$ cat src/hdl/iase_pkg.sv
// Shared types, constants and helper functions for the infix stream evaluator.
package iase_pkg;

  // Fixed-point format and number assembly limits
  localparam int FRAC_BITS = 32;
  localparam int VAL_W = 64;
  localparam int INT_W = 32;
  localparam int MAX_FRAC_DIGITS = 9;
  localparam int FD_W = 30;      // holds up to MAX_FRAC_DIGITS decimal digits
  localparam int P_W = 30;       // holds 10^MAX_FRAC_DIGITS
  localparam int FC_W = 4;       // fraction digit count
  localparam int CONV_CNT_W = 6;
  localparam int MUL_STEPS = VAL_W;
  localparam int DIV_STEPS = VAL_W + FRAC_BITS;
  localparam int MD_CNT_W = 7;

  // Character codes
  localparam logic [7:0] CH_ZERO  = 8'h30;
  localparam logic [7:0] CH_NINE  = 8'h39;
  localparam logic [7:0] CH_STAR  = 8'h2A;
  localparam logic [7:0] CH_SLASH = 8'h2F;
  localparam logic [7:0] CH_PLUS  = 8'h2B;
  localparam logic [7:0] CH_MINUS = 8'h2D;
  localparam logic [7:0] CH_POINT = 8'h2E;

  // Pending multiplicative operator codes
  localparam logic [1:0] PEND_NONE = 2'd0;
  localparam logic [1:0] PEND_MUL  = 2'd1;
  localparam logic [1:0] PEND_DIV  = 2'd2;

  // Character classes
  localparam logic [1:0] CLS_OTHER  = 2'd0;
  localparam logic [1:0] CLS_NUMBER = 2'd1;
  localparam logic [1:0] CLS_MULDIV = 2'd2;
  localparam logic [1:0] CLS_ADDSUB = 2'd3;

  localparam logic signed [VAL_W-1:0] VAL_MAX = {1'b0, {(VAL_W-1){1'b1}}};
  localparam logic signed [VAL_W-1:0] VAL_MIN = {1'b1, {(VAL_W-1){1'b0}}};

  typedef struct packed {
    logic [7:0] character;
    logic       end_of_text;
  } in_item_t;

  typedef struct packed {
    logic signed [63:0] result_value;
    logic               divide_by_zero;
    logic               overflowed;
  } out_item_t;

  // Controller to datapath commands
  typedef struct packed {
    logic capture;
    logic number;
    logic conv_start;
    logic fold_set;
    logic md_start;
    logic md_commit;
    logic set_pending;
    logic close;
    logic set_sign;
    logic emit;
  } dp_cmd_t;

  // Datapath to controller status
  typedef struct packed {
    logic [1:0] cls;
    logic       last;
    logic [1:0] pending;
    logic       conv_done;
    logic       md_done;
    logic       out_free;
  } dp_status_t;

  typedef struct packed {
    logic signed [VAL_W-1:0] value;
    logic                    ovf;
    logic                    dz;
  } md_res_t;

  typedef struct packed {
    logic signed [VAL_W-1:0] value;
    logic                    ovf;
  } sat_val_t;

  // Signed value from sign and magnitude, saturating
  function automatic sat_val_t make_val(input logic neg, input logic [VAL_W-1:0] m);
    sat_val_t r;
    if (neg) begin
      r.ovf = m[VAL_W-1] && (m[VAL_W-2:0] != '0);
      r.value = m[VAL_W-1] ? VAL_MIN : $signed(VAL_W'(0) - m);
    end else begin
      r.ovf = m[VAL_W-1];
      r.value = m[VAL_W-1] ? VAL_MAX : $signed(m);
    end
    return r;
  endfunction

  // Power of ten for a fraction digit count
  function automatic logic [P_W-1:0] pow10(input logic [FC_W-1:0] n);
    logic [P_W-1:0] p;
    case (n)
      4'd0: p = P_W'(1);
      4'd1: p = P_W'(10);
      4'd2: p = P_W'(100);
      4'd3: p = P_W'(1000);
      4'd4: p = P_W'(10000);
      4'd5: p = P_W'(100000);
      4'd6: p = P_W'(1000000);
      4'd7: p = P_W'(10000000);
      4'd8: p = P_W'(100000000);
      4'd9: p = P_W'(1000000000);
      default: p = P_W'(1000000000);
    endcase
    return p;
  endfunction

endpackage

$ cat src/hdl/infix_arith_stream_evaluator.sv
// Top level of the infix arithmetic stream evaluator: controller plus datapath.
//
//   channel | direction | payload    | handshake
//   char    | in        | in_item_t  | char_valid / char_ready
//   result  | out       | out_item_t | result_valid / result_ready
//
// A digit, point or ignored character passes through decode and the after state
// only. An operator or the end mark runs a 32-step fraction conversion, then the
// shared multiply (64 steps) or divide (96 steps) unit when a term is pending.
// Worst case is a divide after a pending divide on a character that also
// carries the end mark.
// rst is synchronous and clears all control and evaluation state. A held
// result blocks only the next end mark; other characters keep flowing.
module infix_arith_stream_evaluator (
  input  logic                clk,
  input  logic                rst,
  input  logic                char_valid,
  output logic                char_ready,
  input  iase_pkg::in_item_t  char_item,
  output logic                result_valid,
  input  logic                result_ready,
  output iase_pkg::out_item_t result_item
);
  import iase_pkg::*;

  dp_cmd_t    cmd;
  dp_status_t status;

  iase_ctrl u_ctrl (
    .clk        (clk),
    .rst        (rst),
    .char_valid (char_valid),
    .char_ready (char_ready),
    .status     (status),
    .cmd        (cmd)
  );

  iase_dp u_dp (
    .clk          (clk),
    .rst          (rst),
    .cmd          (cmd),
    .status       (status),
    .char_item    (char_item),
    .result_valid (result_valid),
    .result_ready (result_ready),
    .result_item  (result_item)
  );

endmodule

$ cat src/hdl/iase_ctrl.sv
// Controller state machine sequencing character handling, folding and result output.
module iase_ctrl (
  input  logic                clk,
  input  logic                rst,
  input  logic                char_valid,
  output logic                char_ready,
  input  iase_pkg::dp_status_t status,
  output iase_pkg::dp_cmd_t    cmd
);
  import iase_pkg::*;

  localparam logic [2:0] S_IDLE   = 3'd0;
  localparam logic [2:0] S_DECODE = 3'd1;
  localparam logic [2:0] S_CONV   = 3'd2;
  localparam logic [2:0] S_MD     = 3'd3;
  localparam logic [2:0] S_CLOSE  = 3'd4;
  localparam logic [2:0] S_AFTER  = 3'd5;
  localparam logic [2:0] S_EMIT   = 3'd6;

  logic [2:0] state, state_next;
  logic       end_phase, end_phase_next;
  logic       pend_md;
  logic       to_close;

  assign char_ready = (state == S_IDLE);
  assign pend_md = (status.pending == PEND_MUL) || (status.pending == PEND_DIV);
  assign to_close = end_phase || (status.cls == CLS_ADDSUB);

  // Next state and commands
  always_comb begin
    state_next = state;
    end_phase_next = end_phase;
    cmd = '0;
    case (state)
      S_IDLE: begin
        if (char_valid) begin
          cmd.capture = 1'b1;
          state_next = S_DECODE;
        end
      end
      S_DECODE: begin
        case (status.cls)
          CLS_NUMBER: begin
            cmd.number = 1'b1;
            state_next = S_AFTER;
          end
          CLS_MULDIV, CLS_ADDSUB: begin
            cmd.conv_start = 1'b1;
            state_next = S_CONV;
          end
          default: state_next = S_AFTER;
        endcase
      end
      S_CONV: begin
        if (status.conv_done) begin
          if (pend_md) begin
            cmd.md_start = 1'b1;
            state_next = S_MD;
          end else begin
            cmd.fold_set = 1'b1;
            if (to_close) state_next = S_CLOSE;
            else begin
              cmd.set_pending = 1'b1;
              state_next = S_AFTER;
            end
          end
        end
      end
      S_MD: begin
        if (status.md_done) begin
          cmd.md_commit = 1'b1;
          if (to_close) state_next = S_CLOSE;
          else begin
            cmd.set_pending = 1'b1;
            state_next = S_AFTER;
          end
        end
      end
      S_CLOSE: begin
        cmd.close = 1'b1;
        cmd.set_sign = !end_phase && (status.cls == CLS_ADDSUB);
        state_next = S_AFTER;
      end
      S_AFTER: begin
        if (end_phase) state_next = S_EMIT;
        else if (status.last) begin
          end_phase_next = 1'b1;
          cmd.conv_start = 1'b1;
          state_next = S_CONV;
        end else state_next = S_IDLE;
      end
      S_EMIT: begin
        if (status.out_free) begin
          cmd.emit = 1'b1;
          end_phase_next = 1'b0;
          state_next = S_IDLE;
        end
      end
      default: state_next = S_IDLE;
    endcase
  end

  always_ff @(posedge clk) begin
    if (rst) begin
      state <= S_IDLE;
      end_phase <= 1'b0;
    end else begin
      state <= state_next;
      end_phase <= end_phase_next;
    end
  end

endmodule

$ cat src/hdl/iase_muldiv.sv
// Iterative fixed-point multiplier (shift-add) and divider (restoring), one bit per cycle.
module iase_muldiv (
  input  logic                           clk,
  input  logic                           rst,
  input  logic                           start,
  input  logic                           is_div_in,
  input  logic signed [iase_pkg::VAL_W-1:0] a,
  input  logic signed [iase_pkg::VAL_W-1:0] b,
  output logic                           done,
  output iase_pkg::md_res_t              res
);
  import iase_pkg::*;

  logic                busy, is_div, neg, dz_case, a_zero, a_neg, big;
  logic [VAL_W-1:0]    ph, pl, x, q;
  logic [MD_CNT_W-1:0] cnt;
  logic [VAL_W-1:0]    ax, bx;
  logic [VAL_W:0]      msum;
  logic [VAL_W-1:0]    rs;
  logic                ge;
  logic                last_step;
  logic [2*VAL_W-1:0]  prod;
  logic [VAL_W-1:0]    mag;
  sat_val_t            mv;

  assign ax = a[VAL_W-1] ? VAL_W'(0) - a : a;
  assign bx = b[VAL_W-1] ? VAL_W'(0) - b : b;

  // One step of each operation
  assign msum = {1'b0, ph} + (pl[0] ? {1'b0, x} : '0);
  assign rs = {ph[VAL_W-2:0], pl[VAL_W-1]};
  assign ge = ph[VAL_W-1] || (rs >= x);
  assign last_step = is_div ? (cnt == MD_CNT_W'(DIV_STEPS - 1))
                            : (cnt == MD_CNT_W'(MUL_STEPS - 1));

  // Result shaping
  assign prod = {ph, pl};
  always_comb begin
    if (is_div) mag = big ? '1 : q;
    else if (prod[2*VAL_W-1:VAL_W+FRAC_BITS] != '0) mag = '1;
    else mag = prod[VAL_W+FRAC_BITS-1:FRAC_BITS];
    mv = make_val(neg, mag);
    if (dz_case) begin
      res.value = a_zero ? '0 : (a_neg ? VAL_MIN : VAL_MAX);
      res.ovf = 1'b0;
      res.dz = 1'b1;
    end else begin
      res.value = mv.value;
      res.ovf = mv.ovf;
      res.dz = 1'b0;
    end
  end

  // Control
  always_ff @(posedge clk) begin
    if (rst) begin
      busy <= 1'b0;
      done <= 1'b0;
      dz_case <= 1'b0;
    end else begin
      done <= 1'b0;
      if (start) begin
        dz_case <= is_div_in && (bx == '0);
        if (is_div_in && (bx == '0)) done <= 1'b1;
        else busy <= 1'b1;
      end else if (busy && last_step) begin
        busy <= 1'b0;
        done <= 1'b1;
      end
    end
  end

  // Operand and accumulator registers
  always_ff @(posedge clk) begin
    if (start) begin
      is_div <= is_div_in;
      neg <= a[VAL_W-1] ^ b[VAL_W-1];
      a_zero <= (a == '0);
      a_neg <= a[VAL_W-1];
      ph <= '0;
      pl <= is_div_in ? ax : bx;
      x <= is_div_in ? bx : ax;
      q <= '0;
      big <= 1'b0;
      cnt <= '0;
    end else if (busy) begin
      cnt <= cnt + MD_CNT_W'(1);
      if (is_div) begin
        big <= big | q[VAL_W-1];
        q <= {q[VAL_W-2:0], ge};
        ph <= ge ? rs - x : rs;
        pl <= {pl[VAL_W-2:0], 1'b0};
      end else begin
        ph <= msum[VAL_W:1];
        pl <= {msum[0], pl[VAL_W-1:1]};
      end
    end
  end

endmodule

$ cat src/hdl/iase_dp.sv
// Datapath: number assembly, decimal conversion, term and sum registers, result register.
module iase_dp (
  input  logic                 clk,
  input  logic                 rst,
  input  iase_pkg::dp_cmd_t    cmd,
  output iase_pkg::dp_status_t status,
  input  iase_pkg::in_item_t   char_item,
  output logic                 result_valid,
  input  logic                 result_ready,
  output iase_pkg::out_item_t  result_item
);
  import iase_pkg::*;

  logic [7:0]              ch;
  logic                    last;
  logic signed [VAL_W-1:0] running_sum, product_term;
  logic [INT_W-1:0]        int_digits;
  logic [FD_W-1:0]         frac_digits;
  logic [FC_W-1:0]         frac_count;
  logic                    nf_point, nf_second, nf_intsat;
  logic                    err_div, err_ovf;
  logic                    sign;
  logic [1:0]              pending;

  logic [P_W-1:0]          conv_r, conv_p;
  logic [FRAC_BITS-1:0]    conv_f;
  logic [CONV_CNT_W-1:0]   conv_cnt;
  logic                    conv_busy, conv_done;

  logic                    is_digit;
  logic [3:0]              dig;
  logic [INT_W+3:0]        int_new;
  logic [FD_W+3:0]         frac_new;
  logic [P_W:0]            r2;
  logic                    r_ge;
  logic                    rnd;
  logic [FRAC_BITS:0]      f_round;
  logic                    conv_sat;
  logic signed [VAL_W-1:0] num_val;
  logic [P_W-1:0]          start_p;

  logic signed [VAL_W-1:0] addend, sum_raw, sum_sat;
  logic                    add_ovf;

  logic                    md_done;
  md_res_t                 md_res;

  // Character classification
  assign is_digit = (ch >= CH_ZERO) && (ch <= CH_NINE);
  assign dig = ch[3:0];
  assign status.cls = (is_digit || ch == CH_POINT) ? CLS_NUMBER
                    : (ch == CH_STAR || ch == CH_SLASH) ? CLS_MULDIV
                    : (ch == CH_PLUS || ch == CH_MINUS) ? CLS_ADDSUB
                    : CLS_OTHER;
  assign status.last = last;
  assign status.pending = pending;
  assign status.conv_done = conv_done;
  assign status.md_done = md_done;
  assign status.out_free = !result_valid || result_ready;

  // Decimal digit accumulation
  assign int_new = ({4'b0, int_digits} << 3) + ({4'b0, int_digits} << 1)
                   + (INT_W+4)'(dig);
  assign frac_new = ({4'b0, frac_digits} << 3) + ({4'b0, frac_digits} << 1)
                    + (FD_W+4)'(dig);

  // Fraction conversion: restoring long division by 10^count
  assign start_p = pow10(frac_count);
  assign r2 = {conv_r, 1'b0};
  assign r_ge = r2 >= {1'b0, conv_p};
  assign rnd = r_ge;
  assign f_round = {1'b0, conv_f} + (FRAC_BITS+1)'(rnd);
  assign conv_sat = nf_intsat || int_digits[INT_W-1];
  assign num_val = conv_sat ? VAL_MAX
                 : $signed({1'b0, int_digits[INT_W-2:0], {FRAC_BITS{1'b0}}}
                           + VAL_W'(f_round));

  // Term close: add or subtract the product term with saturation
  assign addend = sign ? VAL_W'(0) - product_term : product_term;
  assign sum_raw = running_sum + addend;
  assign add_ovf = (running_sum[VAL_W-1] == addend[VAL_W-1])
                   && (sum_raw[VAL_W-1] != running_sum[VAL_W-1]);
  assign sum_sat = add_ovf ? (running_sum[VAL_W-1] ? VAL_MIN : VAL_MAX) : sum_raw;

  iase_muldiv u_muldiv (
    .clk       (clk),
    .rst       (rst),
    .start     (cmd.md_start),
    .is_div_in (pending == PEND_DIV),
    .a         (product_term),
    .b         (num_val),
    .done      (md_done),
    .res       (md_res)
  );

  // Conversion sequencer
  always_ff @(posedge clk) begin
    if (rst) begin
      conv_busy <= 1'b0;
      conv_done <= 1'b0;
    end else begin
      conv_done <= 1'b0;
      if (cmd.conv_start) conv_busy <= 1'b1;
      else if (conv_busy && conv_cnt == CONV_CNT_W'(FRAC_BITS - 1)) begin
        conv_busy <= 1'b0;
        conv_done <= 1'b1;
      end
    end
  end

  always_ff @(posedge clk) begin
    if (cmd.conv_start) begin
      conv_p <= start_p;
      conv_r <= (P_W'(frac_digits) >= start_p) ? '0 : P_W'(frac_digits);
      conv_f <= '0;
      conv_cnt <= '0;
    end else if (conv_busy) begin
      conv_r <= r_ge ? P_W'(r2 - {1'b0, conv_p}) : r2[P_W-1:0];
      conv_f <= {conv_f[FRAC_BITS-2:0], r_ge};
      conv_cnt <= conv_cnt + CONV_CNT_W'(1);
    end
  end

  // Captured character
  always_ff @(posedge clk) begin
    if (cmd.capture) begin
      ch <= char_item.character;
      last <= char_item.end_of_text;
    end
  end

  // Evaluation state
  always_ff @(posedge clk) begin
    if (rst || cmd.emit) begin
      running_sum <= '0;
      product_term <= '0;
      int_digits <= '0;
      frac_digits <= '0;
      frac_count <= '0;
      nf_point <= 1'b0;
      nf_second <= 1'b0;
      nf_intsat <= 1'b0;
      err_div <= 1'b0;
      err_ovf <= 1'b0;
      sign <= 1'b0;
      pending <= PEND_NONE;
    end else begin
      if (cmd.number) begin
        if (ch == CH_POINT) begin
          if (nf_point) nf_second <= 1'b1;
          else nf_point <= 1'b1;
        end else if (nf_second) begin
          // digits after a second point are dropped
        end else if (nf_point) begin
          if (frac_count < FC_W'(MAX_FRAC_DIGITS)) begin
            frac_digits <= frac_new[FD_W-1:0];
            frac_count <= frac_count + FC_W'(1);
          end
        end else if (int_new[INT_W+3:INT_W] != '0) begin
          int_digits <= '1;
          nf_intsat <= 1'b1;
        end else begin
          int_digits <= int_new[INT_W-1:0];
        end
      end
      // Number consumed by a fold
      if (cmd.fold_set || cmd.md_start) begin
        int_digits <= '0;
        frac_digits <= '0;
        frac_count <= '0;
        nf_point <= 1'b0;
        nf_second <= 1'b0;
        nf_intsat <= 1'b0;
        if (conv_sat) err_ovf <= 1'b1;
      end
      if (cmd.fold_set) product_term <= num_val;
      if (cmd.md_commit) begin
        product_term <= md_res.value;
        if (md_res.ovf) err_ovf <= 1'b1;
        if (md_res.dz) err_div <= 1'b1;
      end
      if (cmd.set_pending) pending <= (ch == CH_STAR) ? PEND_MUL : PEND_DIV;
      if (cmd.close) begin
        running_sum <= sum_sat;
        product_term <= '0;
        pending <= PEND_NONE;
        if (add_ovf) err_ovf <= 1'b1;
      end
      if (cmd.set_sign) sign <= (ch == CH_MINUS);
    end
  end

  // Result register
  always_ff @(posedge clk) begin
    if (rst) result_valid <= 1'b0;
    else if (cmd.emit) result_valid <= 1'b1;
    else if (result_ready) result_valid <= 1'b0;
  end

  always_ff @(posedge clk) begin
    if (cmd.emit) begin
      result_item.result_value <= running_sum;
      result_item.divide_by_zero <= err_div;
      result_item.overflowed <= err_ovf;
    end
  end

endmodule
$ cat config.mk
export PLATFORM = sky130hd
export DESIGN_NAME = infix_arith_stream_evaluator
export DESIGN_NICKNAME = d
export VERILOG_FILES = /design/src/hdl/iase_pkg.sv /design/src/hdl/infix_arith_stream_evaluator.sv /design/src/hdl/iase_ctrl.sv /design/src/hdl/iase_muldiv.sv /design/src/hdl/iase_dp.sv
export SDC_FILE = /design/constraint.sdc
export NUM_CORES = 2
export LEC_CHECK = 0
export BUFFER_PORTS_ARGS = -buffer_cell sky130_fd_sc_hd__buf_2
export CORE_UTILIZATION = 59
export DETAILED_ROUTE_END_ITERATION = 10
export MAX_ROUTING_LAYER = met4
export PLACE_DENSITY = 0.78
export SYNTH_ARGS = -nofsm -noshare
export SYNTH_HDL_FRONTEND = slang
export SYNTH_HIERARCHICAL = 1
export SYNTH_SLANG_ARGS = --single-unit
$ cat constraint.sdc
create_clock -name clk -period 7.9 [get_ports clk]
set_clock_uncertainty 0.15 [all_clocks]
set_input_delay 0 -clock clk [delete_from_list [all_inputs] [get_ports clk]]
set_output_delay 0 -clock clk [all_outputs]
set_load 0.05 [all_outputs]
After elaboration in Yosys (flattened, before gate mapping)
Memories as Yosys holds them, arrays and structs flattened. A register that Yosys moved wholly into a read port is not among the register bits.
Cells that the tools add are included.
{ "classes": {"addsub": 16, "order_cmp": 6, "eq_ne": 26, "n_mux": 88, "bitwise_logic": 5, "n_reduce_logical": 46} }
{ "ops": {"columns": ["operator", "count"], "rows": [
  ["64-bit 2-to-1 mux", 22],
  ["1-bit by 64-bit subtractor with 64-bit output (first input constant)", 3],
  ["64-bit logical NOT", 2],
  ["30-bit 2-to-1 mux", 4],
  ["66-bit 2-to-1 mux", 1],
  ["64-bit by 64-bit adder with 65-bit output", 1],
  ["65-bit 2-to-1 mux", 1],
  ["63-bit by 33-bit adder with 64-bit output", 1],
  ["64-bit adder", 1],
  ["64-bit >= comparator", 1],
  ["64-bit subtractor", 1],
  ["63-bit 2-to-1 mux", 1],
  ["63-bit nonzero test", 1],
  ["8-bit by 6-bit == test with 1-bit output (second input constant)", 5],
  ["35-bit by 33-bit adder with 36-bit output", 1],
  ["36-bit by 4-bit adder with 36-bit output", 1],
  ["1-bit 2-to-1 mux", 36],
  ["32-bit by 1-bit adder with 33-bit output", 1],
  ["32-bit 2-to-1 mux", 1],
  ["32-bit nonzero test", 1],
  ["31-bit by 30-bit >= comparator with 1-bit output", 1],
  ["30-bit adder", 1],
  ["30-bit by 4-bit adder with 30-bit output", 1],
  ["30-bit >= comparator", 1],
  ["38 further kinds", 97]
]} }
{ "word_totals": {"reg_bits": 653, "romBits": 480, "out_inout_bits": 68, "elab_cells": 227, "mem_count": 1} }
{ "mem_list": {"columns": ["memory", "depth", "width", "rd", "rd_clocked_by_memory_dff", "wr", "line_no", "text"], "rows": [
  ["(no name shown)", 16, 30, 1, 1, 0, "iase_pkg.sv:102", "case (n)"]
]} }

Longest topological paths before layout
{ "depth": {"ltp_word": 13, "mapped_depth": 32, "depth_no_buf": 30} }

Modules after synthesis
The synthesis kept the hierarchy.
{ "by_module_without_submodules": {"columns": ["mod", "n_inst", "cells_each", "area_per_inst_um2", "seq_area_each_um2"], "rows": [
  ["iase_muldiv", 1, 3617, 27032.2, 6746.5],
  ["iase_dp", 1, 3101, 26352.8, 9168.8],
  ["iase_ctrl", 1, 69, 491.7, 80.1]
]} }

Worst setup path before layout
No wires, ideal clock.
{ "synth_path": {"path_type": "reg-to-reg", "from": "register u_dp.conv_r[3]", "to": "register u_dp.u_muldiv.busy", "arrival_ns": 7.133, "t_required_ns": 7.636, "slack_ns": 0.503, "stages_incl_launch_ff": 30, "path_buffers": 1, "period_less_slack_ns": 7.397, "path_cell_list": "edfxtp_1 ha_1 nand3_1 o21bai_1 a31oi_1 a311oi_1 o31ai_1 o2111a_1 nor2_1 o21ai_1 clkbuf_1 ha_1 ha_1 nand4_1 nor3_1 nand2_1 nor2_1 xnor2_1 nand2_1 or4_1 nand4bb_1 or2_1 or3_1 o41ai_1 xor2_1 nand2_1 nor4_2 a31oi_1 a21oi_1 nor2_1"} }
{ "synth_between": {"elab_chain_len": 10} }
{ "synth_rtl": {"columns": ["item", "line_no", "text"], "rows": [
  ["start, declared", "iase_dp.sv:25", "logic [P_W-1:0] conv_r, conv_p;"],
  ["start signal, assigned", "iase_dp.sv:114", "conv_r <= (P_W'(frac_digits) >= start_p) ? '0 : P_W'(frac_digits);"],
  ["start signal, assigned", "iase_dp.sv:118", "conv_r <= r_ge ? P_W'(r2 - {1'b0, conv_p}) : r2[P_W-1:0];"],
  ["31-bit by 30-bit >= comparator with 1-bit output (*)", "iase_dp.sv:70", "assign r_ge = r2 >= {1'b0, conv_p};"],
  ["via u_dp.r_ge", "iase_dp.sv:35", "logic r_ge;"],
  ["32-bit by 1-bit adder with 33-bit output (*)", "iase_dp.sv:72", "assign f_round = {1'b0, conv_f} + (FRAC_BITS+1)'(rnd);"],
  ["63-bit by 33-bit adder with 64-bit output (*)", "iase_dp.sv:76", "+ VAL_W'(f_round));"],
  ["64-bit 2-to-1 mux (*)", "iase_dp.sv:74", "assign num_val = conv_sat ? VAL_MAX"],
  ["via u_dp.num_val[38]", "iase_dp.sv:39", "logic signed [VAL_W-1:0] num_val;"],
  ["1-bit by 64-bit subtractor with 64-bit output", "iase_muldiv.sv:27", "assign bx = b[VAL_W-1] ? VAL_W'(0) - b : b;"],
  ["64-bit 2-to-1 mux (*)", "iase_muldiv.sv:27", null],
  ["64-bit logical NOT (*)", "iase_muldiv.sv:64", "if (is_div_in && (bx == '0)) done <= 1'b1;"],
  ["1-bit logical AND (*)", "iase_muldiv.sv:64", null],
  ["2-bit inequality test (no source line) (*)", null, null],
  ["2-bit AND reduction (no source line) (*)", null, null],
  ["end signal, assigned", "iase_muldiv.sv:57", "busy <= 1'b0;"],
  ["end signal, assigned", "iase_muldiv.sv:65", "else busy <= 1'b1;"],
  ["end signal, assigned", "iase_muldiv.sv:67", "busy <= 1'b0;"],
  ["end, declared", "iase_muldiv.sv:14", "logic busy, is_div, neg, dz_case, a_zero, a_neg, big;"]
]} }
Mark *: on every way through the listed nets, which the timed path passes. The rest lies on a longest branch.
A chain may end at the register's enable or synchronous reset.

Final worst setup path
{ "layout_path": {"from": "register u_dp.conv_r[2]", "to": "register u_dp.u_muldiv.busy"} }
{ "layout_between": {"elab_chain_len": 10} }
{ "layout_rtl": {"columns": ["item", "line_no"], "rows": [
  ["31-bit by 30-bit >= comparator with 1-bit output (*)", "iase_dp.sv:70"],
  ["32-bit by 1-bit adder with 33-bit output (*)", "iase_dp.sv:72"],
  ["63-bit by 33-bit adder with 64-bit output (*)", "iase_dp.sv:76"],
  ["64-bit 2-to-1 mux (*)", "iase_dp.sv:74"],
  ["via u_dp.num_val[18]", "iase_dp.sv:39"],
  ["1-bit by 64-bit subtractor with 64-bit output", "iase_muldiv.sv:27"],
  ["64-bit 2-to-1 mux (*)", "iase_muldiv.sv:27"],
  ["64-bit logical NOT (*)", "iase_muldiv.sv:64"],
  ["1-bit logical AND (*)", "iase_muldiv.sv:64"],
  ["2-bit inequality test (no source line) (*)", null],
  ["2-bit AND reduction (no source line) (*)", null]
]} }
Marked as above.

==> metrics.txt <==
Num Clock Sinks around 670; R2R Setup Slk 0.35 ns; number of synthesized flops with an enable pin 260; row count 110; synth top area cells dfxtp_1 (15%), edfxtp_1 (14%), ha_1 (8.9%); post-DR vias/cell 6.63; total power 10.5 mW; Die Wd around 300 um; Inst Count DP 7771; post-synthesis sequential area ratio 0.297; drt total wl ~190000 um; Reg area 16000 um^2; Post-Syn Area 53900 um^2; Crit path arrival time 7.94 ns; Reg clk slew, reported paths 0.06 ns; CP peak stage delay 0.59 ns; boundary pin count 81; vias in the first global route just under 50000; post-synth top area cell dfxtp_1; multi-input logic area 35600 um^2; Max Root-Sink Buffers 3; main combinational cell family by area after synthesis compound AO/OA/AOI/OAI gates; non-filler instance count after layout between 7000 and 8000; DR WL/cell 24.5 um; Pleak 26.0 nW; die area 92500 um^2; via count between 50000 and 60000; CTS tree done; Max-Slew Margin vs Limit 0.130; commonest non-fill, non-tap cell in the layout nand2_1; Clock Tree Root clkbuf_16; final worst path period need 7.55 ns; starting density of the core 0.597; multiplexer area fraction after synthesis 0.0343; Clk Latency, worst-skew pair 0.68 ns; final hold vios 0; measured slew at the worst slew-check pin 1.30 ns; hold-critical path depth 3; post-synthesis cell count about 6800; synth unique cells roughly 100; Reg2Reg Launch Point u_dp/conv_r[2]; GPL Wtd Cong roughly 1.0; area grow syn2layout 8.57%; # DRC 0; core area 90300 um^2; height of the chip 304 um; Nets just over 7000; largest net degree at the start of global routing 150; setup violators final 0; port buffer count 80; Syn Area/Cell 7.94 um^2; Hold Path Class input port to flop; GR Util All Layers 0.418; initial antenna violation count 3; count of state elements after synthesis 669; GR Overflow Total 0; Yosys warnings 6; post-synth top area share 0.152; Worst EP required between 8 and 9 ns; H-tree level count 3; Hold Crit Start rst; worst reg2reg path depth 31; post-synthesis adder-cell area fraction 0.0922; most frequent cells in the layout nand2_1 (877), a21oi_1 (636), o21ai_0 (513); number of fill cells 7773; critical path peak fanout 6; hold worst-path end u_dp/conv_done; CTS buffer count 80; PD cells 179 nW/um^2; Iter 0 DRT Violations 6442; max frequency 0.132 GHz; Post-synth top flop dfxtp_1; Worst Setup Start Kind flop; max-cap check violation count 0; Max IR drop VDD 0.246 mV; Synth Area in XOR/XNOR 0.0897; Post-Synthesis Net Count 7192; Synth async-reset ratio 0; Post-Synth Simple-Gate Area 0.197; status finished clean; Max Transition Viols Final 0; fin crit share 0.956; DRT Pass-1 Iters 6; global-route wire length before repair 293000 um; number of nets with antenna violations after routing 0; Worst Path Class, Setup flop to flop; critical path's slowest cell or4_4; Synth Area in Compound Gates 0.243; final core utilization 0.648; critical path endpoint category flop; capture point of the worst reg-to-reg path u_dp/u_muldiv/busy; detailed placement HPWL around 150000 um; layout cells sized above 1 0.0712
==> per-stage QoR <==
step	area, um^2	worst slack [ns]	setup TNS (ns)	hold WS [ns]
final	58500	0.349	0	0.190
after CTS	58400	0.0988	0	0.156
after floorplan	53900	0.503	0	-0.0809
after detailed placement	55300	0.123	0	0.0281
after global routing	58500	-0.0101	-0.0198	0.195
after global placement	55300	0.253	0	0.0267
==> repair_timing <==
action	CTS	global route
hold endpoints to repair	35	0
endpoints found under the setup margin	0	3
hold buffers	22	0
gates resized for setup	0	21
buffers inserted	0	1
==> logic make-up (layout without fill, tap and decap cells) <==
| family | count (synthesis) | in the layout |
|---|---|---|
| AO/OA/AOI/OAI | 2107 | 2107 |
| adder cells (fa/ha/maj) | 392 | 392 |
| other | 0 | 2 |
| flip-flops | 669 | 669 |
| AND/OR/NAND/NOR | 2251 | 2251 |
| buffers and inverters | 633 | 613 |
| XOR/XNOR | 552 | 552 |
| multiplexers | 183 | 183 |
==> sequential cells by signal (all words and copies together) (netlist names), 7 cells and up <==
name               cells
u_dp/u_muldiv/ph      64
u_dp/u_muldiv/x       64
u_dp/result_item      66
u_dp/conv_r           30
u_dp/conv_p           23
u_dp/ch                8
u_dp/u_muldiv/cnt      7
u_dp/u_muldiv/pl      64
u_dp/conv_f           32
u_dp/frac_digits      30
u_dp/product_term     64
u_dp/start_p          23
u_dp/int_digits       32
u_dp/running_sum      64
u_dp/u_muldiv/q       64
==> cells in the mapped netlist, types with 77 or more instances <==
cell,count
nand2_1,879
a21oi_1,636
o21ai_0,513
nor2_1,509
dfxtp_1,409
ha_1,384
clkbuf_1,334
xor2_1,282
xnor2_1,270
edfxtp_1,260
inv_1,222
a21o_1,205
mux2i_1,170
nand3_1,124
nand4_1,112
nor3_1,109
a31oi_1,102
a211oi_1,89
and2_1,86
o31ai_1,82
nor2b_1,77
==> critical path, delay by kind of cell (launching register included) <==
family	cells	cell delay, ns
AO/OA/AOI/OAI	9	1.91
XOR/XNOR	2	0.52
adder cells (fa/ha/maj)	3	0.77
buffers and inverters	3	0.57
flip-flops	1	0.39
AND/OR/NAND/NOR	14	3.09
==> area by class of cell <==
cell class              count  area share
flip-flops and latches    669       0.274
clock inverters            47     0.00988
repair buffers            238      0.0293
well taps                1176      0.0252
inverters                 226      0.0145
diodes                      2   0.0000856
clock buffers             102      0.0392
multi-input cells        5485       0.608
==> routing by layer <==
| metal | wire length, um | global-route usage | vias up |
|---|---|---|---|
| li1 | - | - | 24400 |
| met1 | 80100 | 0.544 | 25200 |
| met2 | 84800 | 0.625 | 2590 |
| met3 | 18100 | 0.0713 | 481 |
| met4 | 11500 | 0.214 | 0 |
| met5 | 0 | - | - |
==> power breakdown <==
group	internal [mW]	switching [mW]	total, mW
Combinational	0.849	1.63	2.48
Sequential	3.74	0.188	3.92
Clock	2.46	1.63	4.09
==> worst max-delay path by stage <==
| stage | slack (ns) | endpoint | startpoint | cells after the start |
|---|---|---|---|---|
| after global routing | -0.01 | u_dp/u_muldiv/done | u_dp/conv_r[2] | 30 |
| after CTS | 0.1 | u_dp/u_muldiv/busy | u_dp/conv_r[2] | 30 |
| after global placement | 0.25 | u_dp/u_muldiv/busy | u_dp/conv_r[2] | 32 |
| final | 0.35 | u_dp/u_muldiv/busy | u_dp/conv_r[2] | 31 |
| after detailed placement | 0.12 | u_dp/u_muldiv/busy | u_dp/conv_r[2] | 30 |
| after floorplan | 0.50 | u_dp/u_muldiv/busy | u_dp/conv_r[3] | 29 |
Note: power is estimated with default switching activity, not from simulation.
